### config.mk
export PLATFORM = sky130hd
export DESIGN_NAME = bitmap_block_allocator_top
export DESIGN_NICKNAME = d
export VERILOG_FILES = /design/src/rtl/bba_pkg.sv /design/src/rtl/bitmap_block_allocator_top.sv
export SDC_FILE = /design/constraint.sdc
export NUM_CORES = 1
export LEC_CHECK = 0
export BUFFER_PORTS_ARGS = -buffer_cell sky130_fd_sc_hd__buf_2
export CORE_ASPECT_RATIO = 1.75
export CORE_MARGIN = 2
export CORE_UTILIZATION = 25
export CTS_BUF_LIST = sky130_fd_sc_hd__clkbuf_8
export DETAILED_ROUTE_END_ITERATION = 8
export GPL_ROUTABILITY_DRIVEN = 1
export PLACE_DENSITY = 0.48
export SLEW_MARGIN = 40
export SYNTH_ARGS = -nofsm -noshare
export SYNTH_HDL_FRONTEND = slang
export SYNTH_SLANG_ARGS = --single-unit
### constraint.sdc
create_clock -name clk -period 8.96 [get_ports clk]
set_clock_uncertainty 0.2 [all_clocks]
set_input_delay 1.792 -clock clk [delete_from_list [all_inputs] [get_ports clk]]
set_output_delay 1.792 -clock clk [all_outputs]
set_load 0.01 [all_outputs]
### src/rtl/bba_pkg.sv
// Shared definitions for the bitmap block allocator: capacity, scan chunking,
// request and status codes. No dependencies.
package bba_pkg;

  localparam int MAX_BLOCKS   = 64;
  localparam int CHUNK_W      = 16;
  localparam int NUM_CHUNKS   = MAX_BLOCKS / CHUNK_W;
  localparam int CHUNK_IDX_W  = $clog2(NUM_CHUNKS);
  localparam int CHUNK_POS_W  = $clog2(CHUNK_W);
  localparam int IDX_W        = 6;
  localparam int COUNT_W      = 7;
  localparam int SHIFT_W      = 5;
  localparam int OFFSET_W     = 22;
  localparam int MAX_SHIFT    = 16;
  localparam int FUNC_W       = 3;
  localparam int STATUS_W     = 3;
  localparam int APB_DATA_W   = 32;
  localparam int APB_ADDR_W   = 3;

  // Register reset values
  localparam logic [COUNT_W-1:0] BLOCKS_IN_USE_RST   = COUNT_W'(64);
  localparam logic [SHIFT_W-1:0] BLOCK_SIZE_LOG2_RST = SHIFT_W'(6);

  // Register indexes
  localparam logic REG_BLOCKS_IN_USE   = 1'b0;
  localparam logic REG_BLOCK_SIZE_LOG2 = 1'b1;

  typedef enum logic [FUNC_W-1:0] {
    FN_RESERVE_IDX  = 3'd0,
    FN_RESERVE_NEXT = 3'd1,
    FN_RELEASE      = 3'd2,
    FN_FETCH        = 3'd3,
    FN_QUERY        = 3'd4,
    FN_CLEAR        = 3'd5
  } func_t;

  typedef enum logic [STATUS_W-1:0] {
    ST_OK      = 3'd0,
    ST_RANGE   = 3'd1,
    ST_ALREADY = 3'd2,
    ST_NOTRES  = 3'd3,
    ST_FULL    = 3'd4
  } status_t;

endpackage

### src/rtl/bitmap_block_allocator_top.sv
// Bitmap block allocator: per-block reserved flags, reserved count and
// first-fit search. Depends on bba_pkg.
//
// Usage:
//   Requests arrive on the in_ valid/ready channel (in_func, in_block_index);
//   each produces exactly one result on the out_ valid/ready channel.
//   Configuration (blocks_in_use at 0x0, block_size_log2 at 0x4) is written
//   through the APB-style port; the user must write it only while the block
//   is idle, which the block does not enforce. pready is always high. Reserve
//   index, release, fetch, query and clear pass through the execute state to
//   the output register. Reserve next scans the flag map 16 blocks per cycle
//   with one shared priority encoder until the first free block, or to the
//   last chunk below blocks_in_use. No new request is taken before the result
//   of the last one is loaded; in_ready is high only while the sequencer is
//   idle, rising at the edge that loads the previous result. If the receiver
//   stalls, the result holds in the output register and a new request may
//   still be taken, finishing only once the output register is free.
//   Reset (rst_n low, synchronous) frees all blocks, zeroes the count and
//   restores blocks_in_use to 64 and block_size_log2 to 6.
module bitmap_block_allocator_top (
  input  logic                          clk,
  input  logic                          rst_n,
  // request channel
  input  logic                          in_valid,
  output logic                          in_ready,
  input  logic [bba_pkg::FUNC_W-1:0]    in_func,
  input  logic [bba_pkg::IDX_W-1:0]     in_block_index,
  // result channel
  output logic                          out_valid,
  input  logic                          out_ready,
  output logic [bba_pkg::STATUS_W-1:0]  out_status,
  output logic [bba_pkg::IDX_W-1:0]     out_granted_index,
  output logic [bba_pkg::OFFSET_W-1:0]  out_byte_offset,
  output logic                          out_is_reserved,
  output logic [bba_pkg::COUNT_W-1:0]   out_reserved_count,
  output logic                          out_pool_full,
  // configuration port
  input  logic                          psel,
  input  logic                          penable,
  input  logic                          pwrite,
  input  logic [bba_pkg::APB_ADDR_W-1:0] paddr,
  input  logic [bba_pkg::APB_DATA_W-1:0] pwdata,
  output logic [bba_pkg::APB_DATA_W-1:0] prdata,
  output logic                          pready
);

  import bba_pkg::*;

  typedef enum logic [1:0] {
    S_IDLE,
    S_EXEC,
    S_SCAN
  } state_t;

  state_t                    state_r, state_nxt;
  logic [MAX_BLOCKS-1:0]     flags_r, flags_nxt;
  logic [COUNT_W-1:0]        count_r, count_nxt;
  logic [COUNT_W-1:0]        blocks_in_use_r;
  logic [SHIFT_W-1:0]        block_size_log2_r;
  logic [FUNC_W-1:0]         func_r;
  logic [IDX_W-1:0]          idx_r;
  logic [CHUNK_IDX_W-1:0]    chunk_r, chunk_nxt;

  logic                      out_valid_r, out_valid_nxt;
  logic [STATUS_W-1:0]       status_r, status_nxt;
  logic [IDX_W-1:0]          granted_r, granted_nxt;
  logic [OFFSET_W-1:0]       offset_r, offset_nxt;
  logic                      flag_r, flag_nxt;
  logic                      full_r, full_nxt;

  logic [COUNT_W-1:0]        limit;
  logic [SHIFT_W-1:0]        shift_eff;
  logic                      in_range;
  logic                      cur_flag;
  logic                      out_free;
  logic                      give_offset;
  logic                      load_out;
  logic [CHUNK_W-1:0]        free_vec;
  logic                      hit;
  logic [CHUNK_POS_W-1:0]    hit_pos;
  logic [COUNT_W-1:0]        chunk_base;
  logic [COUNT_W-1:0]        chunk_end;
  logic                      last_chunk;
  logic                      cfg_wr;

  assign pready   = 1'b1;
  assign cfg_wr   = psel && penable && pwrite;
  assign prdata   = (paddr[2] == REG_BLOCK_SIZE_LOG2)
                    ? APB_DATA_W'(block_size_log2_r)
                    : APB_DATA_W'(blocks_in_use_r);

  assign limit     = (blocks_in_use_r > COUNT_W'(MAX_BLOCKS)) ? COUNT_W'(MAX_BLOCKS)
                                                            : blocks_in_use_r;
  assign shift_eff = (block_size_log2_r > SHIFT_W'(MAX_SHIFT)) ? SHIFT_W'(MAX_SHIFT)
                                                             : block_size_log2_r;
  assign in_range  = COUNT_W'(idx_r) < limit;
  assign cur_flag  = flags_r[idx_r];
  assign out_free  = !out_valid_r || out_ready;
  assign in_ready  = (state_r == S_IDLE);

  // Scan window: one chunk of the flag map, masked to blocks below the limit
  assign chunk_base = COUNT_W'(chunk_r) << CHUNK_POS_W;
  assign chunk_end  = chunk_base + COUNT_W'(CHUNK_W);
  assign last_chunk = (chunk_r == CHUNK_IDX_W'(NUM_CHUNKS - 1)) || (chunk_end >= limit);

  always_comb begin
    for (int j = 0; j < CHUNK_W; j++) begin
      free_vec[j] = !flags_r[{chunk_r, CHUNK_POS_W'(j)}] &&
                    ((chunk_base + COUNT_W'(j)) < limit);
    end
  end

  // Shared priority encoder: lowest free position in the window
  always_comb begin
    hit     = 1'b0;
    hit_pos = '0;
    for (int j = CHUNK_W - 1; j >= 0; j--) begin
      if (free_vec[j]) begin
        hit     = 1'b1;
        hit_pos = CHUNK_POS_W'(j);
      end
    end
  end

  always_comb begin
    state_nxt     = state_r;
    flags_nxt     = flags_r;
    count_nxt     = count_r;
    chunk_nxt     = chunk_r;
    out_valid_nxt = out_valid_r && !out_ready;
    status_nxt    = status_r;
    granted_nxt   = granted_r;
    offset_nxt    = offset_r;
    flag_nxt      = flag_r;
    full_nxt      = full_r;
    give_offset   = 1'b0;
    load_out      = 1'b0;

    unique case (state_r)
      S_IDLE: begin
        if (in_valid) begin
          chunk_nxt = '0;
          state_nxt = (in_func == FN_RESERVE_NEXT) ? S_SCAN : S_EXEC;
        end
      end
      S_EXEC: begin
        if (out_free) begin
          load_out    = 1'b1;
          status_nxt  = ST_OK;
          granted_nxt = '0;
          flag_nxt    = 1'b0;
          case (func_r) inside
            FN_RESERVE_IDX, FN_RELEASE, FN_FETCH, FN_QUERY: begin
              granted_nxt = idx_r;
              if (!in_range) begin
                status_nxt = ST_RANGE;
              end else begin
                flag_nxt = cur_flag;
                case (func_r)
                  FN_RESERVE_IDX: begin
                    if (cur_flag) begin
                      status_nxt = ST_ALREADY;
                    end else begin
                      flags_nxt[idx_r] = 1'b1;
                      count_nxt        = count_r + COUNT_W'(1);
                      flag_nxt         = 1'b1;
                      give_offset      = 1'b1;
                    end
                  end
                  FN_RELEASE: begin
                    if (!cur_flag) begin
                      status_nxt = ST_NOTRES;
                    end else begin
                      flags_nxt[idx_r] = 1'b0;
                      count_nxt        = count_r - COUNT_W'(1);
                      flag_nxt         = 1'b0;
                    end
                  end
                  FN_FETCH: begin
                    if (!cur_flag) status_nxt = ST_NOTRES;
                    else           give_offset = 1'b1;
                  end
                  default: ;
                endcase
              end
            end
            FN_CLEAR: begin
              flags_nxt = '0;
              count_nxt = '0;
            end
            default: ;
          endcase
          state_nxt = S_IDLE;
        end
      end
      S_SCAN: begin
        if (hit) begin
          if (out_free) begin
            load_out                      = 1'b1;
            flags_nxt[{chunk_r, hit_pos}] = 1'b1;
            count_nxt                     = count_r + COUNT_W'(1);
            status_nxt                    = ST_OK;
            granted_nxt                   = {chunk_r, hit_pos};
            flag_nxt                      = 1'b1;
            give_offset                   = 1'b1;
            state_nxt                     = S_IDLE;
          end
        end else if (last_chunk) begin
          if (out_free) begin
            load_out    = 1'b1;
            status_nxt  = ST_FULL;
            granted_nxt = '0;
            flag_nxt    = 1'b0;
            state_nxt   = S_IDLE;
          end
        end else begin
          chunk_nxt = chunk_r + CHUNK_IDX_W'(1);
        end
      end
      default: state_nxt = S_IDLE;
    endcase

    if (load_out) begin
      out_valid_nxt = 1'b1;
      offset_nxt    = give_offset ? OFFSET_W'({{(OFFSET_W-IDX_W){1'b0}}, granted_nxt} << shift_eff)
                                  : '0;
      full_nxt      = count_nxt >= limit;
    end
  end

  always_ff @(posedge clk) begin
    if (!rst_n) begin
      state_r           <= S_IDLE;
      flags_r           <= '0;
      count_r           <= '0;
      out_valid_r       <= 1'b0;
      blocks_in_use_r   <= BLOCKS_IN_USE_RST;
      block_size_log2_r <= BLOCK_SIZE_LOG2_RST;
    end else begin
      state_r     <= state_nxt;
      flags_r     <= flags_nxt;
      count_r     <= count_nxt;
      out_valid_r <= out_valid_nxt;
      if (cfg_wr) begin
        if (paddr[2] == REG_BLOCK_SIZE_LOG2) block_size_log2_r <= pwdata[SHIFT_W-1:0];
        else                                 blocks_in_use_r   <= pwdata[COUNT_W-1:0];
      end
    end
    // payload, no reset needed
    chunk_r   <= chunk_nxt;
    status_r  <= status_nxt;
    granted_r <= granted_nxt;
    offset_r  <= offset_nxt;
    flag_r    <= flag_nxt;
    full_r    <= full_nxt;
    if (in_valid && in_ready) begin
      func_r <= in_func;
      idx_r  <= in_block_index;
    end
  end

  assign out_valid          = out_valid_r;
  assign out_status         = status_r;
  assign out_granted_index  = granted_r;
  assign out_byte_offset    = offset_r;
  assign out_is_reserved    = flag_r;
  assign out_reserved_count = count_r;
  assign out_pool_full      = full_r;

`ifndef SYNTHESIS
  // count always tracks the number of set flags
  a_count_matches: assert property (@(posedge clk) disable iff (!rst_n)
    count_r == COUNT_W'($countones(flags_r)))
    else $error("reserved count disagrees with flag map");

  // a new result only comes out of a working state
  a_result_source: assert property (@(posedge clk) disable iff (!rst_n)
    $rose(out_valid_r) |-> $past(state_r != S_IDLE))
    else $error("result appeared without a request in progress");

  // one request at a time
  a_single_request: assert property (@(posedge clk) disable iff (!rst_n)
    (in_valid && in_ready) |=> !in_ready)
    else $error("second request taken while busy");

  // full status never names a block
  a_full_no_index: assert property (@(posedge clk) disable iff (!rst_n)
    (out_valid_r && status_r == ST_FULL) |-> (granted_r == '0 && !flag_r))
    else $error("full status with a granted block");

  // a stalled result is not overwritten
  a_hold_result: assert property (@(posedge clk) disable iff (!rst_n)
    (out_valid_r && !out_ready) |=> (out_valid_r && $stable(granted_r) && $stable(status_r)))
    else $error("pending result changed under stall");
`endif

endmodule
Word level (Yosys, flattened, before mapping)
Index checks and enable logic that the tools add are counted.
{"block": "op_classes", "shifts": 1, "n_reduce_logical": 54, "mux": 143, "n_lt_le_gt_ge": 41, "eq_ne": 22, "n_bitwise": 5, "n_addsub": 19}
{"cell": "$mux 64", "n": 8}
{"cell": "$pmux 64 s2", "n": 2}
{"cell": "$or 64x64->64", "n": 2}
{"cell": "$lt 6x7->1 const B", "n": 18}
{"cell": "$lt 7x7->1", "n": 15}
{"cell": "$mux 7", "n": 10}
{"cell": "$and 64x64->64", "n": 1}
{"cell": "$mux 4", "n": 16}
{"cell": "$not 64->64", "n": 1}
{"cell": "$add 6x4->7 const B", "n": 8}
{"cell": "$mux 1", "n": 52}
{"cell": "$mux 6", "n": 6}
{"cell": "$bmux 1 s2", "n": 16}
{"cell": "$add 6x3->7 const B", "n": 4}
{"cell": "$pmux 7 s2", "n": 2}
{"cell": "$mux 2", "n": 12}
{"cell": "$logic_and 1x1->1", "n": 22}
{"cell": "$shl 6x5->22", "n": 1}
{"cell": "$logic_not 1->1", "n": 18}
{"cell": "$mux 3", "n": 5}
{"cell": "$ne 3x3->1 const B", "n": 5}
{"cell": "$add 6x2->7 const B", "n": 2}
{"cell": "$ge 7x7->1", "n": 2}
{"cell": "$lt 6x7->1", "n": 2}
{"cell": "34 further kinds", "n": 55}
{"block": "word_totals", "out_inout_bits": 75, "regBits": 130, "in_bits": 51}

Logic depth before layout (Yosys ltp)
Gate-level depths: netlist of the first run.
{"block": "depth", "ltp_word": 28, "mapped_depth": 25, "ltp_nobuf": 24}

Worst setup path after synthesis of the first run
No wires, ideal clock.
{"block": "synth_timing", "kind": "register to register", "startpoint": "reg chunk_r[0]", "endpoint": "reg full_r, in the netlist out_pool_full (data pin)", "t_required_ns": 8.503, "path_slack_ns": 4.066, "n_path_buf": 2, "stages_incl_launch_ff": 25, "arrival_time_ns": 4.437, "path_cell_list": "edfxtp_1 buf_4 buf_2 inv_1 ha_1 nor3b_1 a32oi_1 o21ai_2 nand4_4 nor3_2 o21ai_0 nand3_1 nor2_1 a21oi_1 nor2_1 ha_1 nand2b_1 a21oi_1 nor2b_1 o21ai_0 nand2b_1 a21oi_1 nor2b_1 o21ai_0 nand2b_1"}
{"block": "synth_between", "elab_chain_len": 23, "elab_cells_between_ends": 114, "cone_classes": "15 x add/sub; 17 x order compare; 50 x mux; 32 x reduce/logical"}
{"item": "start, declared", "line_no": "bitmap_block_allocator_top.sv:62", "source": "logic [CHUNK_IDX_W-1:0] chunk_r, chunk_nxt;"}
{"item": "start signal, assigned", "line_no": "bitmap_block_allocator_top.sv:250", "source": "chunk_r <= chunk_nxt;"}
{"item": "parallel branches: the longest is 19 deep, another holds $add 6x4->7"}
{"item": "$mux 1 *", "line_no": "bitmap_block_allocator_top.sv:118", "source": "if (free_vec[j]) begin"}
{"item": "$mux 7 *", "line_no": "bitmap_block_allocator_top.sv:197", "source": "if (hit) begin"}
{"item": "$pmux 7 s2 *", "line_no": "bitmap_block_allocator_top.sv:139", "source": "unique case (state_r)"}
{"item": "$ge 7x7->1 *", "line_no": "bitmap_block_allocator_top.sv:227", "source": "full_nxt = count_nxt >= limit;"}
{"item": "end signal, assigned", "line_no": "bitmap_block_allocator_top.sv:255", "source": "full_r <= full_nxt;"}
{"item": "end, declared", "line_no": "bitmap_block_allocator_top.sv:69", "source": "logic full_r, full_nxt;"}
Mark *: on every way between the ends. The select of a mux whose other input is x is not followed.
A chain may end at the register's enable or synchronous reset.

Worst setup path in the final report of the first run
{"block": "layout_timing", "startpoint": "reg blocks_in_use_r[6]", "endpoint": "reg full_r, in the netlist out_pool_full (data pin)"}
{"block": "layout_between", "elab_chain_len": 23, "elab_cells_between_ends": 57, "cone_classes": "19 x order compare; 22 x mux; 16 x reduce/logical"}
{"item": "start, declared", "line_no": "bitmap_block_allocator_top.sv:58", "source": "logic [COUNT_W-1:0] blocks_in_use_r;"}
{"item": "start signal, assigned", "line_no": "bitmap_block_allocator_top.sv:246", "source": "else blocks_in_use_r <= pwdata[COUNT_W-1:0];"}
{"item": "$gt 7x7->1", "line_no": "bitmap_block_allocator_top.sv:92", "source": "assign limit = (blocks_in_use_r > COUNT_W'(MAX_BLOCKS)) ? COUNT_W'(MAX_BLOCKS)"}
{"item": "$mux 7 *", "line_no": "bitmap_block_allocator_top.sv:92"}
{"item": "$lt 7x7->1", "line_no": "bitmap_block_allocator_top.sv:109", "source": "((chunk_base + COUNT_W'(j)) < limit);"}
{"item": "$logic_and 1x1->1", "line_no": "bitmap_block_allocator_top.sv:108", "source": "free_vec[j] = !flags_r[{chunk_r, CHUNK_POS_W'(j)}] &&"}
{"item": "$mux 1 (16 in series)", "line_no": "bitmap_block_allocator_top.sv:118"}
{"item": "$mux 7", "line_no": "bitmap_block_allocator_top.sv:197"}
{"item": "$pmux 7 s2", "line_no": "bitmap_block_allocator_top.sv:139"}
{"item": "$ge 7x7->1 *", "line_no": "bitmap_block_allocator_top.sv:227"}
Every way passes the cells marked *; elsewhere a longest branch is shown, timed or not.

==> flow_metrics.env, run 1 <==
export IMPL_synth_top_area_frac=0.176
export IMPL_p_sw_uw=548
export IMPL_netlist_area_um2=10500
export IMPL_cp_max_fo=17
export IMPL_gp_congestion=0.902
export IMPL_timing_slew_headroom=0.403
export IMPL_fin_nets=1398
export IMPL_ys_ff_latch=130
export IMPL_die_w_um=159
export IMPL_numCtsBuffers=17
export IMPL_power_leakage_uw=0.00441
export IMPL_design_core_area_um2=41500
export IMPL_synthDistinctLibCells=91
export IMPL_comb_power_share=0.227
export IMPL_area_growth_pct=11.5
export IMPL_r2r_slack_ps=2530
export IMPL_rsz0062_at_grt="false"
export IMPL_track_usage=0.190
export IMPL_postLayoutCoreUtil=0.281
export IMPL_grt_pass1_wl_mm=61.9
export IMPL_min_period_over_period=0.718
export IMPL_design_area_um2=11700
export IMPL_wirelength_mm=41.2
export IMPL_fmax_ghz=0.156
export IMPL_dp_cells=1856
export IMPL_drv_slew=0
export IMPL_hold_viol=0
export IMPL_r2r_start="blocks_in_use_r[6]"
export IMPL_ys_warn_count=0
export IMPL_die_area_um2=43600
export IMPL_switching_share=0.344
export IMPL_cts_setup_buffers=0
export IMPL_drtIter0Drc=715
export IMPL_grt_pass1_vias=10300
export IMPL_outcome="finished, final reports clean"
export IMPL_p_int_uw=1050
export IMPL_power_frac_seq=0.403
export IMPL_wire_per_inst_um=21.8
export IMPL_slowest_stage="dfxtp_1"
export IMPL_power_density_nw_per_um2=137
export IMPL_setup_viol=0
export IMPL_synthCells=1298
export IMPL_reg2reg_depth=23
export IMPL_antenna_found_initial=1
export IMPL_vias=10500
export IMPL_worst_pin_slew_ps=891
export IMPL_hp_class="reg2reg"
export IMPL_ys_flop_type="dfxtp_1"
export IMPL_ir_drop_v=0.0000879
export IMPL_cp_cell_sequence="inv_2 > nand2_1 > ha_1 > nor3b_1 > a32oi_1 > o21ai_2 > nand4_4 > nor3_2 > o21ai_0 > nand3_1 > nor2_1 > a21oi_1 > nor2_1 > ha_1 > nand2b_1 > a21oi_1 > nor2b_1 > o21ai_0 > nand2b_1 > a21oi_1 > nor2b_1 > o21ai_0 > nand2b_1"
export IMPL_clk_path_buf_depth=2
export IMPL_dp_hpwl_mm=30.3
export IMPL_fin_crit_ps=6430
export IMPL_htreeDepth=4
export IMPL_final_cells=1888
export IMPL_io_buffers=72
export IMPL_via_per_inst=5.57
export IMPL_boundaryPins=126
export IMPL_clock_sinks=130
export IMPL_grt_max_degree=87
export IMPL_cap_violations=0
export IMPL_synth_edff_count=38
export IMPL_grt_overflow=0
export IMPL_layout_common_cells="nand2_1, a21oi_1, nor2_1, dfxtp_1, buf_2"
export IMPL_critical_path_class="reg2reg"
export IMPL_antenna_left=0
export IMPL_postSynth_asyncResetShare=0
export IMPL_final_common_cell="nand2_1"
export IMPL_worstSetupStartpointType="flop"
export IMPL_drc_errors=0
export IMPL_setup_tns_ps=0
export IMPL_crit_path_end_kind="flop"
export IMPL_design_power_total_uw=1590
export IMPL_cpPeakStageDelay_ps=750
export IMPL_die_h_um=275
export IMPL_crit_end="out_pool_full"
export IMPL_drive_above_1_share=0.170
export IMPL_row_count=99
export IMPL_critical_path_required_ps=9010
export IMPL_synth_seq_area_share=0.285
export IMPL_num_fill_cells=4478
export IMPL_cts_resized=0
export IMPL_power_frac_clock=0.370
export IMPL_cts_root_buffer="clkbuf_8"
export IMPL_start_util=0.252
export IMPL_path_clk_slew_ps=80
export IMPL_ys_top_cells_by_area="dfxtp_1, edfxtp_1, nand2_1, a21oi_1, mux4_2"
export IMPL_worstReg2RegEnd="out_pool_full"
export IMPL_cts_tree="yes"
export IMPL_crit_start="blocks_in_use_r[6]"
export IMPL_place_area_um2=11200
export IMPL_cts_hold_buf=0
export IMPL_cp_arrival_ps=6480
export IMPL_synth_avg_cell_area_um2=8.06
export IMPL_yosysTopAreaCell="dfxtp_1"
export IMPL_first_pass_iters=7
export IMPL_insertion_delay_ps=500
-- critical path: cells and delay by family (launching register included) --
family | cells | cell delay [ps]
and+or+nand+nor | 12 | 2520
AOI/OAI and AO/OA | 8 | 1740
DFF | 1 | 750
adders and majority gates | 2 | 650
buffers and inverters | 1 | 310
-- kinds of logic after synthesis --
kind of cell / after synthesis / synth area share
AOI/OAI and AO/OA: 419 / 0.293
xor gates and xnor gates: 1 / 0.000837
adders and majority gates: 27 / 0.0323
buffers and inverters: 151 / 0.0723
DFF: 130 / 0.285
muxes: 51 / 0.0764
other: 2 / 0.000717
and+or+nand+nor: 517 / 0.240
-- power groups by stage --
stage	clock [uW]	combinational, uW	sequential, uW
3_5_place_dp	0	357	656
6_report	589	362	643
2_1_floorplan	0	247	653
3_3_place_gp	0	352	658
4_1_cts	606	358	643
5_1_grt	626	388	645
-- flip-flops by register name, indices dropped and copies added (netlist names) --
register	flops
block_size_log2_r	5
blocks_in_use_r	7
chunk_r	2
flags_r	64
func_r	3
idx_r	6
out_byte_offset	22
out_granted_index	6
out_is_reserved	1
out_pool_full	1
out_reserved_count	7
out_status	3
out_valid	1
state_r	2
-- synth_stat cells (29+ instances only) --
master    instances
clkbuf_1         53
nand2_1         192
edfxtp_1         38
buf_4            29
a21oi_1         124
a211oi_1         30
dfxtp_1          92
o211a_1          38
nor2_1          116
o211ai_1         43
o21ai_0          36
-- layer usage --
metal | vias up | routed length, um | global-route usage
met5 | - | 0 | 0
met4 | 0 | 2980 | 0.130
met3 | 156 | 2090 | 0.0306
met2 | 480 | 22200 | 0.358
met1 | 5029 | 14000 | 0.185
li1 | 4850 | - | -
-- final cells by class --
class / count / area [um^2] / area share
clock inverter: 12 / 174 / 0.0149
multi-input combinational: 1041 / 6860 / 0.588
clock buffer: 19 / 262 / 0.0224
tap: 555 / 694 / 0.0595
antenna: 1 / 2.50 / 0.000215
sequential: 130 / 2980 / 0.256
timing repair buffer: 101 / 586 / 0.0502
inverter: 29 / 109 / 0.00933
-- worst min-delay path by stage --
stage	start	end	slack, ps	depth (start not counted)
detailed placement	state_r[0]	state_r[0]	290	2
CTS	blocks_in_use_r[4]	blocks_in_use_r[4]	310	2
global placement	state_r[0]	state_r[0]	290	2
floorplan	blocks_in_use_r[5]	blocks_in_use_r[5]	250	2
finish	blocks_in_use_r[4]	blocks_in_use_r[4]	300	2
global route	blocks_in_use_r[4]	blocks_in_use_r[4]	330	2
-- stage by stage --
stage	hold slack [ps]	setup slack, ps
CTS	306	2580
global route	331	2040
detailed placement	295	2600
global placement	295	2550
floorplan	252	4070
finish	299	2530
No activity file was read; power rests on OpenSTA's default activity.
==> run 2, diff against run 1 <==
Clock period 8.96 ns to 6 ns, I/O delays scaled along.
==> flow_metrics.env, run 2 (synthesis results as in run 1) <==
export IMPL_regMostFlops="flags_r"
export IMPL_final_common_cell="nand2_1"
export IMPL_cts_resized=0
export IMPL_first_pass_iters=5
export IMPL_ir_drop_v=0.000148
export IMPL_fmax_ghz=0.182
export IMPL_die_h_um=275
export IMPL_clock_sinks=130
export IMPL_die_area_um2=43600
export IMPL_dp_cells=1875
export IMPL_cp_cell_sequence="nand2_1 > ha_1 > and4bb_2 > a32oi_1 > o21ai_0 > nand2_2 > nor3_2 > o21ai_0 > nand3_1 > a41oi_1 > o21ai_0 > ha_1 > a21oi_1 > nor2b_1 > o21ai_0 > nand2b_1 > a21oi_1 > nor2b_1 > o21ai_0 > nand2b_1"
export IMPL_fin_nets=1417
export IMPL_cap_violations=0
export IMPL_vias=10400
export IMPL_via_per_inst=5.47
export IMPL_area_growth_pct=12.2
export IMPL_cp_max_fo=7
export IMPL_row_count=99
export IMPL_grt_overflow=0
export IMPL_dp_hpwl_mm=31.3
export IMPL_gp_congestion=0.894
export IMPL_hold_viol=0
export IMPL_power_leakage_uw=0.00448
export IMPL_hp_class="reg2reg"
export IMPL_design_core_area_um2=41500
export IMPL_wire_per_inst_um=21.9
export IMPL_min_period_over_period=0.916
export IMPL_cts_root_buffer="clkbuf_8"
export IMPL_cp_arrival_ps=5560
export IMPL_cts_hold_buf=0
export IMPL_htreeDepth=4
export IMPL_critPathTopFamily="compound AO/OA/AOI/OAI gates"
export IMPL_track_usage=0.194
export IMPL_layout_common_cells="nand2_1, a21oi_1, nor2_1, dfxtp_1, buf_2"
export IMPL_cp_buffers_inverters=0
export IMPL_cts_setup_buffers=0
export IMPL_outcome="finished, final reports clean"
export IMPL_clk_path_buf_depth=2
export IMPL_drc_errors=0
export IMPL_setup_tns_ps=0
export IMPL_worstSetupStartpointType="flop"
export IMPL_cts_tree="yes"
export IMPL_path_clk_slew_ps=80
export IMPL_rsz0062_at_grt="false"
export IMPL_postLayoutCoreUtil=0.283
export IMPL_insertion_delay_ps=520
export IMPL_drv_slew=0
export IMPL_start_util=0.252
export IMPL_critical_path_class="reg2reg"
export IMPL_timing_slew_headroom=0.413
export IMPL_drive_above_1_share=0.178
export IMPL_crit_top_cell="o21ai_0"
export IMPL_slowest_stage="o21ai_0"
export IMPL_setup_viol=0
export IMPL_largest_reg_flops=64
export IMPL_cpPeakStageDelay_ps=700
export IMPL_final_cells=1908
export IMPL_antenna_left=0
export IMPL_grt_pass1_wl_mm=62.9
export IMPL_crit_path_end_kind="flop"
export IMPL_power_density_nw_per_um2=194
export IMPL_wirelength_mm=41.8
export IMPL_die_w_um=159
export IMPL_grt_max_degree=76
export IMPL_critical_path_required_ps=6070
export IMPL_grt_pass1_vias=10500
export IMPL_numCtsBuffers=17
export IMPL_drtIter0Drc=590
export IMPL_antenna_found_initial=1
export IMPL_boundaryPins=126
export IMPL_io_buffers=72
export IMPL_worst_pin_slew_ps=877
export IMPL_fin_crit_ps=5500
-- run 2: cell count changes in the layout (fill, tap and decap cells not counted), moves of 2 or more --
cell	previous run	this run
buf_4	27	46
bufinv_16	4	1
inv_1	27	30
inv_4	5	2
clkbuf_8	19	21
-- run 2: routing by layer --
layer / vias up / global-route usage / share of wire
li1: 4888 / - / -
met1: 4991 / 0.180 / 0.33
met2: 419 / 0.374 / 0.55
met3: 142 / 0.0291 / 0.045
met4: 0 / 0.142 / 0.075
met5: - / 0 / 0
-- run 2: worst paths after layout --
| kind | depth (start not counted) | to | startpoint | slack, ps |
|---|---|---|---|---|
| max | 20 | out_pool_full | blocks_in_use_r[4] | 500 |
| min reg2reg | 2 | blocks_in_use_r[4] | blocks_in_use_r[4] | 300 |
| max reg2reg | 20 | out_pool_full | blocks_in_use_r[4] | 500 |
| min | 2 | blocks_in_use_r[4] | blocks_in_use_r[4] | 300 |
-- run 2: where the power goes --
part           internal [uW]  switching (uW)  total [uW]
registers                931            32.6         964
clock network            366             404         770
logic                    165             383         548
-- run 2: cell type report --
type | instances | area [um^2]
flip-flops and latches | 130 | 2980
well taps | 555 | 694
clock buffers | 21 | 289
clock inverters | 11 | 88.8
fillers | 4463 | 29800
diodes | 1 | 2.50
inverters | 29 | 109
repair buffers | 120 | 737
multi-input cells | 1041 | 6840
-- run 2: through the flow --
| stage | hold WS (ps) | power [uW] | area (um^2) | setup WS (ps) |
|---|---|---|---|---|
| 2_1_floorplan | 252 | 1340 | 10600 | 1110 |
| 3_3_place_gp | 282 | 1520 | 11300 | 580 |
| 3_5_place_dp | 284 | 1520 | 11400 | 589 |
| 4_1_cts | 296 | 2300 | 11700 | 559 |
| 5_1_grt | 339 | 2380 | 11700 | 253 |
| 6_report | 296 | 2280 | 11700 | 504 |
-- run 2: worst min-delay path, cell delays in order, from the launching register on --
cell	delay, ps
dfxtp_1	330
nand2_1	50
a21boi_0	60
